<file path="config.mk">
export PLATFORM = sky130hd
export DESIGN_NAME = hotp_sha1_generator_unit
export DESIGN_NICKNAME = d
export VERILOG_FILES = /design/src/design/hsg_pkg.sv /design/src/design/hsg_sha1_core.sv /design/src/design/hsg_mod_unit.sv /design/src/design/hotp_sha1_generator_unit.sv
export SDC_FILE = /design/constraint.sdc
export NUM_CORES = 2
export LEC_CHECK = 0
export ABC_AREA = 0
export BUFFER_PORTS_ARGS = -buffer_cell sky130_fd_sc_hd__buf_2
export CAP_MARGIN = 20
export CELL_PAD_IN_SITES_DETAIL_PLACEMENT = 1
export CELL_PAD_IN_SITES_GLOBAL_PLACEMENT = 1
export CORE_ASPECT_RATIO = 0.8
export CORE_MARGIN = 2
export CORE_UTILIZATION = 40
export CTS_CLUSTER_SIZE = 20
export DETAILED_ROUTE_END_ITERATION = 10
export GPL_TIMING_DRIVEN = 0
export HOLD_SLACK_MARGIN = 0.1
export PLACE_DENSITY = 0.62
export SYNTH_ARGS = -nofsm -noshare
export SYNTH_HDL_FRONTEND = slang
export SYNTH_SLANG_ARGS = --single-unit
</file>
<file path="constraint.sdc">
create_clock -name i_clk -period 12.85 [get_ports i_clk]
set_input_delay 0.6425 -clock i_clk [delete_from_list [all_inputs] [get_ports i_clk]]
set_output_delay 0.6425 -clock i_clk [all_outputs]
set_load 0.02 [all_outputs]
</file>
<file path="src/design/hsg_pkg.sv">
// ----------------------------------------------------------------------------
// hsg_pkg: shared types and constants for the HOTP generator
// SHA-1 constants, sequencer states and helpers.
// ----------------------------------------------------------------------------
package hsg_pkg;

    localparam int KEY_WORDS   = 5;
    localparam int CFG_IDX_W   = 3;
    localparam int CODE_W      = 27;
    localparam int RECIP_W     = 13;

    localparam logic [CFG_IDX_W-1:0] CFG_KEY0   = 3'd0;
    localparam logic [CFG_IDX_W-1:0] CFG_DIGITS = 3'd5;

    localparam logic [31:0] IPAD = 32'h36363636;
    localparam logic [31:0] OPAD = 32'h5C5C5C5C;

    localparam logic [159:0] SHA1_IV =
        160'h67452301_EFCDAB89_98BADCFE_10325476_C3D2E1F0;

    localparam logic [31:0] MOD6 = 32'd1000000;
    localparam logic [31:0] MOD7 = 32'd10000000;
    localparam logic [31:0] MOD8 = 32'd100000000;

    // floor(2^32 / modulus); quotient estimate is exact or one low
    localparam logic [RECIP_W-1:0] RECIP6 = 13'd4294;
    localparam logic [RECIP_W-1:0] RECIP7 = 13'd429;
    localparam logic [RECIP_W-1:0] RECIP8 = 13'd42;

    typedef enum logic [3:0] {
        ST_IDLE,
        ST_IN_KEY,
        ST_IN_MSG,
        ST_OUT_KEY,
        ST_OUT_MSG,
        ST_TRUNC,
        ST_MOD,
        ST_DONE
    } t_state;

    // control from the sequencer to the compression core
    typedef struct packed {
        logic start;     // load block, begin 80 rounds
        logic init_iv;   // chain from IV rather than previous digest
    } t_core_ctl;

    function automatic logic [31:0] rotl1(input logic [31:0] x);
        rotl1 = {x[30:0], x[31]};
    endfunction

endpackage

</file>
<file path="src/design/hsg_sha1_core.sv">
// ----------------------------------------------------------------------------
// hsg_sha1_core: iterative SHA-1 compression
// One round per cycle over a 16-word schedule window.
// ----------------------------------------------------------------------------
module hsg_sha1_core
    import hsg_pkg::*;
(
    input  logic         i_clk,
    input  logic         i_rst_n,
    input  t_core_ctl    i_ctl,
    input  logic [511:0] i_block,
    output logic         o_done,
    output logic [159:0] o_digest
);

    logic [31:0]  r_w [16];
    logic [31:0]  n_w [16];
    logic [31:0]  r_a, r_b, r_c, r_d, r_e;
    logic [159:0] r_h;
    logic [6:0]   r_round;
    logic         r_busy;
    logic         r_done;
    logic [31:0]  f, k, t;

    always_comb begin
        if (r_round < 7'd20) begin
            f = (r_b & r_c) | (~r_b & r_d);
            k = 32'h5A827999;
        end else if (r_round < 7'd40) begin
            f = r_b ^ r_c ^ r_d;
            k = 32'h6ED9EBA1;
        end else if (r_round < 7'd60) begin
            f = (r_b & r_c) | (r_b & r_d) | (r_c & r_d);
            k = 32'h8F1BBCDC;
        end else begin
            f = r_b ^ r_c ^ r_d;
            k = 32'hCA62C1D6;
        end
        t = {r_a[26:0], r_a[31:27]} + f + r_e + k + r_w[0];
        for (int i = 0; i < 15; i++) begin
            n_w[i] = r_w[i+1];
        end
        n_w[15] = rotl1(r_w[13] ^ r_w[8] ^ r_w[2] ^ r_w[0]);
    end

    always_ff @(posedge i_clk) begin
        if (!i_rst_n) begin
            r_busy  <= 1'b0;
            r_done  <= 1'b0;
            r_round <= '0;
        end else begin
            r_done <= 1'b0;
            if (i_ctl.start) begin
                r_busy  <= 1'b1;
                r_round <= '0;
            end else if (r_busy) begin
                if (r_round == 7'd79) begin
                    r_busy <= 1'b0;
                    r_done <= 1'b1;
                end
                r_round <= r_round + 7'd1;
            end
        end
    end

    always_ff @(posedge i_clk) begin
        if (i_ctl.start) begin
            for (int i = 0; i < 16; i++) begin
                r_w[i] <= i_block[511-32*i -: 32];
            end
            if (i_ctl.init_iv) begin
                r_h <= SHA1_IV;
                {r_a, r_b, r_c, r_d, r_e} <= SHA1_IV;
            end else begin
                {r_a, r_b, r_c, r_d, r_e} <= r_h;
            end
        end else if (r_busy) begin
            for (int i = 0; i < 16; i++) begin
                r_w[i] <= n_w[i];
            end
            r_a <= t;
            r_b <= r_a;
            r_c <= {r_b[1:0], r_b[31:2]};
            r_d <= r_c;
            r_e <= r_d;
            if (r_round == 7'd79) begin
                r_h <= {r_h[159:128] + t, r_h[127:96] + r_a,
                        r_h[95:64] + {r_b[1:0], r_b[31:2]},
                        r_h[63:32] + r_c, r_h[31:0] + r_d};
            end
        end
    end

    assign o_done   = r_done;
    assign o_digest = r_h;

endmodule

</file>
<file path="src/design/hsg_mod_unit.sv">
// ----------------------------------------------------------------------------
// hsg_mod_unit: remainder by reciprocal multiplication
// Quotient estimate, back-multiply, subtract, one correction.
// ----------------------------------------------------------------------------
module hsg_mod_unit
    import hsg_pkg::*;
(
    input  logic               i_clk,
    input  logic               i_rst_n,
    input  logic               i_start,
    input  logic [31:0]        i_value,
    input  logic [31:0]        i_modulus,
    input  logic [RECIP_W-1:0] i_recip,
    output logic               o_done,
    output logic [CODE_W-1:0]  o_rem
);

    logic [31:0]          r_val;
    logic [31:0]          r_mod;
    logic [RECIP_W-1:0]   r_recip;
    logic [31+RECIP_W:0]  r_prod;
    logic [31:0]          r_qd;
    logic [31:0]          r_rem;
    logic [1:0]           r_step;
    logic                 r_busy;
    logic                 r_done;
    logic [31+RECIP_W:0]  qd_full;

    assign qd_full = {32'd0, r_prod[31+RECIP_W:32]} * {{RECIP_W{1'b0}}, r_mod};

    always_ff @(posedge i_clk) begin
        if (!i_rst_n) begin
            r_busy <= 1'b0;
            r_done <= 1'b0;
            r_step <= '0;
        end else begin
            r_done <= 1'b0;
            if (i_start) begin
                r_busy <= 1'b1;
                r_step <= '0;
            end else if (r_busy) begin
                r_step <= r_step + 2'd1;
                if (r_step == 2'd3) begin
                    r_busy <= 1'b0;
                    r_done <= 1'b1;
                end
            end
        end
    end

    always_ff @(posedge i_clk) begin
        if (i_start) begin
            r_val   <= i_value;
            r_mod   <= i_modulus;
            r_recip <= i_recip;
        end else if (r_busy) begin
            unique case (r_step)
                2'd0: r_prod <= {{RECIP_W{1'b0}}, r_val} * {32'd0, r_recip};
                2'd1: r_qd   <= qd_full[31:0];
                2'd2: r_rem  <= r_val - r_qd;
                2'd3: begin
                    // estimate may be one short
                    if (r_rem >= r_mod) begin
                        r_rem <= r_rem - r_mod;
                    end
                end
            endcase
        end
    end

    assign o_done = r_done;
    assign o_rem  = r_rem[CODE_W-1:0];

endmodule

</file>
<file path="src/design/hotp_sha1_generator_unit.sv">
// ----------------------------------------------------------------------------
// hotp_sha1_generator_unit: HOTP code generator (HMAC-SHA1, RFC 4226 style)
//
// Write key words 0-4 and the digit count (index 5) on the config channel
// while the block is idle. Each request on the input channel carries a
// 64-bit moving counter; one request on the output channel returns the
// numeric code modulo 10^6, 10^7 or 10^8.
// Each request runs four SHA-1 compressions on the one-round-per-cycle
// core (launch, block load, 80 rounds each), a truncation step and the
// reciprocal remainder. One request at a time; o_ready is low from accept
// until the result is taken.
// Reset clears the key to zero and the digit count to six. If the receiver
// stalls, the result holds on o_otp_code until o_valid and i_out_ready meet.
// ----------------------------------------------------------------------------
module hotp_sha1_generator_unit
    import hsg_pkg::*;
(
    input  logic                 i_clk,
    input  logic                 i_rst_n,
    input  logic                 i_cfg_valid,
    output logic                 o_cfg_ready,
    input  logic [CFG_IDX_W-1:0] i_cfg_index,
    input  logic [31:0]          i_cfg_data,
    input  logic                 i_valid,
    output logic                 o_ready,
    input  logic [63:0]          i_moving_counter,
    output logic                 o_valid,
    input  logic                 i_out_ready,
    output logic [CODE_W-1:0]    o_otp_code
);

    t_state       r_state, n_state;
    logic [31:0]  r_key [KEY_WORDS];
    logic [3:0]   r_digits;
    logic [63:0]  r_ctr;
    logic [159:0] r_inner;
    logic [31:0]  r_trunc;
    logic [CODE_W-1:0] r_code;
    logic         r_launch;
    t_core_ctl    core_ctl;
    logic [511:0] blk;
    logic         core_done;
    logic [159:0] digest;
    logic         mod_start, mod_done;
    logic [CODE_W-1:0] mod_rem;
    logic [31:0]  modulus;
    logic [RECIP_W-1:0] recip;
    logic [3:0]   off;
    logic [159:0] dsh;
    logic         in_acc, out_acc;

    assign o_cfg_ready = 1'b1;
    assign in_acc  = i_valid && o_ready;
    assign out_acc = o_valid && i_out_ready;

    always_ff @(posedge i_clk) begin
        if (!i_rst_n) begin
            for (int i = 0; i < KEY_WORDS; i++) begin
                r_key[i] <= '0;
            end
            r_digits <= 4'd6;
        end else if (i_cfg_valid) begin
            if (i_cfg_index == CFG_DIGITS) begin
                r_digits <= i_cfg_data[3:0];
            end else if (i_cfg_index < CFG_DIGITS) begin
                r_key[i_cfg_index] <= i_cfg_data;
            end
        end
    end

    // next state
    always_comb begin
        n_state = r_state;
        unique case (r_state)
            ST_IDLE:    if (in_acc) n_state = ST_IN_KEY;
            ST_IN_KEY:  if (core_done) n_state = ST_IN_MSG;
            ST_IN_MSG:  if (core_done) n_state = ST_OUT_KEY;
            ST_OUT_KEY: if (core_done) n_state = ST_OUT_MSG;
            ST_OUT_MSG: if (core_done) n_state = ST_TRUNC;
            ST_TRUNC:   n_state = ST_MOD;
            ST_MOD:     if (mod_done) n_state = ST_DONE;
            ST_DONE:    if (out_acc) n_state = ST_IDLE;
            default:    n_state = ST_IDLE;
        endcase
    end

    // outputs
    always_comb begin
        o_ready = 1'b0;
        o_valid = 1'b0;
        unique case (r_state)
            ST_IDLE: o_ready = 1'b1;
            ST_DONE: o_valid = 1'b1;
            default: ;
        endcase
    end

    always_ff @(posedge i_clk) begin
        if (!i_rst_n) begin
            r_state  <= ST_IDLE;
            r_launch <= 1'b0;
        end else begin
            r_state  <= n_state;
            // start the core as each block phase begins
            r_launch <= (n_state != r_state) &&
                        (n_state == ST_IN_KEY || n_state == ST_IN_MSG ||
                         n_state == ST_OUT_KEY || n_state == ST_OUT_MSG);
        end
    end

    always_comb begin
        blk = '0;
        unique case (r_state)
            ST_IN_KEY, ST_OUT_KEY: begin
                for (int i = 0; i < 16; i++) begin
                    blk[511-32*i -: 32] = (r_state == ST_IN_KEY) ? IPAD : OPAD;
                end
                for (int i = 0; i < KEY_WORDS; i++) begin
                    blk[511-32*i -: 32] = r_key[i] ^
                        ((r_state == ST_IN_KEY) ? IPAD : OPAD);
                end
            end
            ST_IN_MSG:
                blk = {r_ctr, 32'h80000000, 384'd0, 32'd576};
            ST_OUT_MSG:
                blk = {r_inner, 32'h80000000, 288'd0, 32'd672};
            default: blk = '0;
        endcase
        core_ctl.start   = r_launch;
        core_ctl.init_iv = (r_state == ST_IN_KEY) || (r_state == ST_OUT_KEY);
    end

    hsg_sha1_core u_core (
        .i_clk    (i_clk),
        .i_rst_n  (i_rst_n),
        .i_ctl    (core_ctl),
        .i_block  (blk),
        .o_done   (core_done),
        .o_digest (digest)
    );

    always_ff @(posedge i_clk) begin
        if (in_acc) begin
            r_ctr <= i_moving_counter;
        end
        if (r_state == ST_IN_MSG && core_done) begin
            r_inner <= digest;
        end
        if (r_state == ST_OUT_MSG && core_done) begin
            r_trunc <= {1'b0, dsh[158:128]};
        end
        if (mod_done) begin
            r_code <= mod_rem;
        end
    end

    assign off = digest[3:0];
    assign dsh = digest << {off, 3'b000};

    always_comb begin
        priority if (r_digits <= 4'd6) begin
            modulus = MOD6;
            recip   = RECIP6;
        end else if (r_digits == 4'd7) begin
            modulus = MOD7;
            recip   = RECIP7;
        end else begin
            modulus = MOD8;
            recip   = RECIP8;
        end
    end

    assign mod_start = (r_state == ST_TRUNC);

    hsg_mod_unit u_mod (
        .i_clk     (i_clk),
        .i_rst_n   (i_rst_n),
        .i_start   (mod_start),
        .i_value   (r_trunc),
        .i_modulus (modulus),
        .i_recip   (recip),
        .o_done    (mod_done),
        .o_rem     (mod_rem)
    );

    assign o_otp_code = r_code;

    a_code_range: assert property (@(posedge i_clk) disable iff (!i_rst_n)
        o_valid |-> (o_otp_code < 27'd100000000))
        else $error("code out of range");

    a_busy_not_ready: assert property (@(posedge i_clk) disable iff (!i_rst_n)
        in_acc |=> !o_ready)
        else $error("accepted while busy");

    a_core_only_hashing: assert property (@(posedge i_clk) disable iff (!i_rst_n)
        core_done |-> (r_state == ST_IN_KEY || r_state == ST_IN_MSG ||
                       r_state == ST_OUT_KEY || r_state == ST_OUT_MSG))
        else $error("core done outside hash phase");

    a_trunc_top_clear: assert property (@(posedge i_clk) disable iff (!i_rst_n)
        mod_start |-> !r_trunc[31])
        else $error("truncated value top bit set");

endmodule
</file>
# ---- Yosys cells after proc, flatten, opt, wreduce, memory -nomap -nowiden
# Memories as Yosys holds them, arrays and structs flattened.
# Index checks and enable logic that the tools add are counted.
dict set report word_totals {
  ff_bits 809
  mem_bits_rw 672
  input_bits 104
  elab_cells 211
  mem_count 2
}
# memory depth width rd rd_clocked_by_memory_dff write_ports line_no
set mem_list {}
lappend mem_list {u_core.r_w 16 32 16 0 16 hsg_sha1_core.sv:16} ;# logic [31:0] r_w [16];
lappend mem_list {r_key 5 32 5 0 5 hotp_sha1_generator_unit.sv:33} ;# logic [31:0] r_key [KEY_WORDS];
dict set report op_classes {
  n_addsub 13
  multipliers 2
  n_lt_le_gt_ge 6
  eq_ne 20
  shifts 1
  n_mux 79
  bitwise 38
  reduce_logical 25
}
# cell count
set op_table {}
lappend op_table {{case mux 512 bit (3 select lines)} 1}
lappend op_table {{two-way mux 32 bit} 38}
lappend op_table {{two-way mux 160 bit} 4}
lappend op_table {{adder 32 bit} 9}
lappend op_table {{XOR 32 bit} 9}
lappend op_table {{<< shifter 160 x 7 -> 159 bit} 1}
lappend op_table {{bitwise AND 32 bit} 4}
lappend op_table {{OR 32 bit} 3}
lappend op_table {{case mux 32 bit (2 select lines)} 1}
lappend op_table {{two-way mux 31 bit} 2}
lappend op_table {{multiplier 31 x 13 -> 44 bit} 1}
lappend op_table {{greater-or-equal comparator 32 bit} 1}
lappend op_table {{multiplier 13 x 32 -> 32 bit} 1}
lappend op_table {{NOT 32 bit} 1}
lappend op_table {{case mux 4 bit (8 select lines)} 1}
lappend op_table {{OR reduction 32 bit} 1}
lappend op_table {{subtractor 31 x 32 -> 32 bit} 1}
lappend op_table {{subtractor 32 bit} 1}
lappend op_table {{XOR 32 x 31 -> 32 bit} 1}
lappend op_table {{two-way mux 4 bit} 7}
lappend op_table {{two-way mux 27 bit} 1}
lappend op_table {{equality test 4 x 3 -> 1 bit (second input constant)} 6}
lappend op_table {{two-way mux 1 bit} 22}
lappend op_table {{equality test 4 x 2 -> 1 bit (second input constant)} 4}
lappend op_table {{other kinds (28)} 63}

# ---- Depth between registers and ports, before layout
dict set report logic_depth {
  ltp_word 14
  mapped_depth 33
  depth_no_buf 30
}

# ---- By module
# Synthesis repeated with hierarchy kept, for this count alone.
dict set report hier_totals {
  cells_unflattened 8330
  hier_area_um2 99103.8
}
# mod n_inst cells_per_inst area_each_um2
set modules_own_cells {}
lappend modules_own_cells {hsg_sha1_core 1 3635 47151.5}
lappend modules_own_cells {hsg_mod_unit 1 3296 30581.8}
lappend modules_own_cells {hotp_sha1_generator_unit 1 1399 21370.5}

# ---- Worst setup path before layout
# Ideal clock, no wire load.
dict set report synth_timing {
  kind {register to register}
  startpoint {register r_launch}
  endpoint {register u_core.r_a[0], enable pin}
  setup_ns 0.765
  arrival_ns 9.100
  required_ns 12.085
  setup_slack_ns 2.986
  stages_incl_launch_ff 5
  period_less_slack_ns 9.864
  cell_sequence {dfxtp_1 clkbuf_1 clkbuf_1 clkbuf_1 or2_2}
}
dict set report synth_via {
  elab_chain_len 1
}
# element line_no
set synth_lines {}
lappend synth_lines {{from (decl)} hotp_sha1_generator_unit.sv:39} ;# logic r_launch;
lappend synth_lines {{from (signal assigned)} hotp_sha1_generator_unit.sv:105} ;# r_launch <= (n_state != r_state) &&
lappend synth_lines {{nonzero test 2 bit (no line)} --}
lappend synth_lines {{to (signal assigned)} hsg_sha1_core.sv:75} ;# {r_a, r_b, r_c, r_d, r_e} <= r_h;
lappend synth_lines {{to (signal assigned)} hsg_sha1_core.sv:81} ;# r_a <= t;
lappend synth_lines {{to (decl)} hsg_sha1_core.sv:18} ;# logic [31:0] r_a, r_b, r_c, r_d, r_e;
# No other way between the ends.
# A chain may end at the register's enable or synchronous reset.

# ---- Final worst setup path
dict set report layout_timing {
  startpoint {register u_core.r_round[4]}
  endpoint {register u_core.r_h[156] (netlist: u_core.o_digest[156]), data pin}
}
dict set report layout_via {
  elab_chain_len 12
}
# element line_no
set layout_lines {}
lappend layout_lines {{from (decl)} hsg_sha1_core.sv:20} ;# logic [6:0] r_round;
lappend layout_lines {{from (signal assigned)} hsg_sha1_core.sv:61} ;# r_round <= r_round + 7'd1;
lappend layout_lines {{less-than comparator 7 x 6 -> 1 bit} hsg_sha1_core.sv:32} ;# end else if (r_round < 7'd60) begin
lappend layout_lines {{two-way mux 32 bit} hsg_sha1_core.sv:32}
lappend layout_lines {{two-way mux 32 bit} hsg_sha1_core.sv:29} ;# end else if (r_round < 7'd40) begin
lappend layout_lines {{two-way mux 32 bit} hsg_sha1_core.sv:26} ;# if (r_round < 7'd20) begin
lappend layout_lines {{adder 32 bit (2 in series)} hsg_sha1_core.sv:39} ;# t = {r_a[26:0], r_a[31:27]} + f + r_e + k + r_w[0];
lappend layout_lines {{adder 32 bit (*) (2 in series)} hsg_sha1_core.sv:39}
lappend layout_lines {{adder 32 bit (*)} hsg_sha1_core.sv:87} ;# r_h <= {r_h[159:128] + t, r_h[127:96] + r_a,
lappend layout_lines {{two-way mux 160 bit (*)} hsg_sha1_core.sv:86} ;# if (r_round == 7'd79) begin
lappend layout_lines {{two-way mux 160 bit (*)} hsg_sha1_core.sv:77} ;# end else if (r_busy) begin
lappend layout_lines {{two-way mux 160 bit (*)} hsg_sha1_core.sv:67} ;# if (i_ctl.start) begin
lappend layout_lines {{to (signal assigned)} hsg_sha1_core.sv:87}
lappend layout_lines {{to (decl)} hsg_sha1_core.sv:19} ;# logic [159:0] r_h;
# Mark *: on every way between the ends. The rest lies on a longest branch, timed or not. The select of a mux whose other input is x is not followed.

==> impl_metrics.toml <==
[detailed_routing]
vias = 64900
antenna_left = 0
vias_per_cell = 5.97
totalWireLength_um = 358000
routedWlPerCell_um = 33.0
drt-initial-drc-count = 8764
route.detailed.drc = 0
drt_pass1_iterations = 6

[pwr]
leakage_nw = 39.6
power.density_nw_per_um2 = 181
ir_worst_vdd_mv = 0.269
p_total_mw = 17.8

[hold_path]
worst_hold_path.num_cells = 4
whs_endpoint = "r_state[2]$_SDFF_PN0_"
min_from = "i_out_ready"
hold_path.class = "primary input to flop"

[floorplanning]
fp.dieH_um = 422
start_util_pct = 40.2
die_w_um = 526
ioPinCount = 134
rows = 153
coreArea_sq_um = 217000
dieArea_sq_um = 222000

[sta]
final.period_utilization_pct = 75.0
clock_skew_ns = 0.0870
holdWs_ns = 0.160
hold_viol = 0
max_freq_mhz = 104
layout_setup_ws_ns = 3.21
rsz0062_at_grt = "false"
drv_slew = 0
max-slew-margin-rel_pct = 15.0
worst_pin_slew_ns = 1.27
finalSetupViolations = 0
fin_crit_ns = 9.64
setup_tns_ns = 0

[setup_path]
crit_type = "flop to flop"
worstReg2RegEnd = "u_core.o_digest[156]$_SDFFCE_PP0P_"
r2r_setup_slack_ns = 3.21
start_kind = "flop"
reg2reg_depth = 33
critical_path_buf_inv_count = 5
slowest_stage = "clkbuf_1"
crit_required_ns = 13.40
cp_max_fo = 10
worst_path_largest_cell_delay_ns = 0.59
cp.arrival_ns = 10.19
reg2reg_from = "u_core.r_round[4]$_SDFFE_PP0P_"
critical_path.endpoint_type = "flop"
path_delay_family = "compound AO/OA/AOI/OAI gates"

[synth]
syn_nets = 8547
syn_inst = 7459
synth_top_family_by_area = "adder cells"
synthesis.area_sq_um = 87300
synth_fa_ha_area_share_pct = 18.2
synth-simple-area-share_pct = 10.2
async_flop_share_pct = 0
synth_ff_type = "edfxtp_1"
avgSynthCellArea_sq_um = 11.7
ys.warnings.count = 0
synthXorXnorAreaFrac_pct = 3.44
ys_ff_latch = 1403
yosysTopAreaCell = "edfxtp_1"
synth_compound_area_share_pct = 11.6
synth_area_leaders = "edfxtp_1, fa_1, ha_1, inv_1, mux4_2"
muxShareOfSynthArea_pct = 3.54
yosys.area.top_type_share_pct = 47.5
ys_types = 88
ys_seq_area_share_pct = 48.0
synth_edf_count = 1381

[finish]
fin_util_pct = 45.2
stdcell_count = 10900
fin_area_sq_um = 98200
nets = 8949
syn2layout_area_growth_pct = 12.5
final_layout_size_suffix_gt1_share_pct = 7.03

[clock_network]
cts_max_level = 4
cts_resized = 0
cts-root-buf = "clkbuf_16"
clk_pin_slew_worst_paths_ns = 0.07
cts_tree = "yes"
clkSinkCount = 1403
cts_buffer_depth = 4
cts_buffers = 162
clkLatencyLatePin_ns = 0.88

[outcome]
status = "finished clean"

[grt]
grt_pass1_wl_um = 496000
grt_overflow = 0
grt_pass1_vias = 64500
top_usage_layer = "met1"
antenna_found_initial = 77
met1_usage_pct = 46.5
grt.total_usage_pct = 31.9
grtUsageMet3_pct = 8.63
use_met2_pct = 45.6
grt_max_degree = 69

[placed_design]
dp_cells = 10500
place_area_sq_um = 92400
place_congestion = 1.00
post-place-ws_ns = 3.36
port_buffers = 131
dp_hpwl_um = 284000

[flow_run]
drv_cap = 0
## state kept, by name, summed over array words and instances, names as in the netlist, 6 cells and up
name,cells
u_core.r_round,7
u_mod.r_val,31
o_otp_code,27
u_mod.r_prod,12
r_trunc,31
r_ctr,64
u_core.r_c,32
u_mod.r_qd,26
u_core.r_e,32
u_core.r_a,32
u_core.r_b,32
r_inner,160
u_mod.r_rem,32
u_core.r_w,512
u_core.o_digest,160
r_key,160
u_mod.r_mod,6
u_core.r_d,32
## worst max path at each step
stage / startpoint / endpoint / slack (ns) / cells after the start
floorplan: r_launch$_SDFF_PN0_ / u_core.r_a[0]$_DFFE_PP_ / 2.99 / 4
global placement: r_launch$_SDFF_PN0_ / u_core.r_a[17]$_DFFE_PP_ / -3.17 / 4
detailed placement: u_core.r_round[5]$_SDFFE_PP0P_ / u_core.o_digest[156]$_SDFFCE_PP0P_ / 3.36 / 33
CTS: u_core.r_round[4]$_SDFFE_PP0P_ / u_core.o_digest[156]$_SDFFCE_PP0P_ / 3.35 / 33
global route: u_core.r_round[5]$_SDFFE_PP0P_ / u_core.o_digest[156]$_SDFFCE_PP0P_ / 2.72 / 33
finish: u_core.r_round[4]$_SDFFE_PP0P_ / u_core.o_digest[156]$_SDFFCE_PP0P_ / 3.21 / 33
## layout make-up
| type | count | area (sq um) |
|---|---|---|
| timing repair buffer | 238 | 2190 |
| antenna | 30 | 75.1 |
| clock inverter | 88 | 724 |
| inverter | 837 | 3140 |
| sequential | 1403 | 41900 |
| multi-input combinational | 4879 | 41000 |
| clock buffer | 196 | 4290 |
| buffer | 340 | 1290 |
| fill | 23200 | 119000 |
| tap | 2867 | 3590 |
## placed cells by master (no fill, tap or decap), drive strengths merged, types with 337 or more instances in the layout
master | Yosys | routed
edfxtp | 1381 | 1381
fa | 475 | 475
a21oi | 337 | 337
o21ai | 462 | 462
nor2 | 527 | 527
clkbuf | 300 | 496
inv | 836 | 840
nand2 | 492 | 492
ha | 509 | 509
and2 | 387 | 387
## power by group
part           switching [mW]  leakage [nW]  internal [mW]  total (mW)
Sequential              0.337          13.0           5.68        6.02
Clock                    2.01          2.46           2.59        4.60
Combinational            4.29          24.2           2.86        7.15
Total                    6.64          39.6           11.1        17.8
## cells in the mapped netlist (14+ instances only)
cell	instances
edfxtp_1	1381
inv_1	835
nor2_1	527
ha_1	509
nand2_1	492
fa_1	475
o21ai_0	395
and2_1	386
a21oi_1	335
clkbuf_1	300
a21o_1	241
xnor2_1	204
nor2b_1	146
xor2_1	136
a221oi_1	127
mux4_2	115
o21ai_1	67
nand3_1	64
and3_1	60
o2bb2ai_1	59
a211oi_1	50
nor3_1	44
o21a_1	41
nand2b_1	39
mux2i_1	38
buf_1	37
a31oi_1	26
o21bai_1	26
dfxtp_1	22
nand4_1	21
a222oi_1	16
o31ai_1	16
o211ai_1	14
o32ai_1	14
## kinds of logic (layout without fill, tap and decap cells)
family,count (synthesis),after routing
AND/OR/NAND/NOR,1838,1838
AO/OA/AOI/OAI,1550,1550
flip-flops,1403,1403
buffers and inverters,1177,1699
adder cells (fa/ha/maj),984,984
XOR/XNOR,341,341
multiplexers,164,164
other,2,32
## worst register-to-register path, delay by kind of cell (launching register included)
kind                     cells  cell delay [ns]
AND/OR/NAND/NOR             10             1.77
XOR/XNOR                     1             0.15
flip-flops                   1             0.45
buffers and inverters        5             1.45
multiplexers                 1             0.33
AO/OA/AOI/OAI               10             2.67
adder cells (fa/ha/maj)      6             2.56
## metal layers
| layer | part of all wire, % | vias up |
|---|---|---|
| met5 | 0.029 | - |
| met4 | 3.8 | 14 |
| met3 | 12 | 640 |
| met2 | 42 | 3524 |
| met1 | 43 | 33600 |
| li1 | - | 27100 |
## timing repair
item | CTS | global route
hold buffers | 65 | 0
buffers inserted | 0 | 0
hold endpoints to repair | 65 | 0
Note: power is estimated with default switching activity, not from simulation.
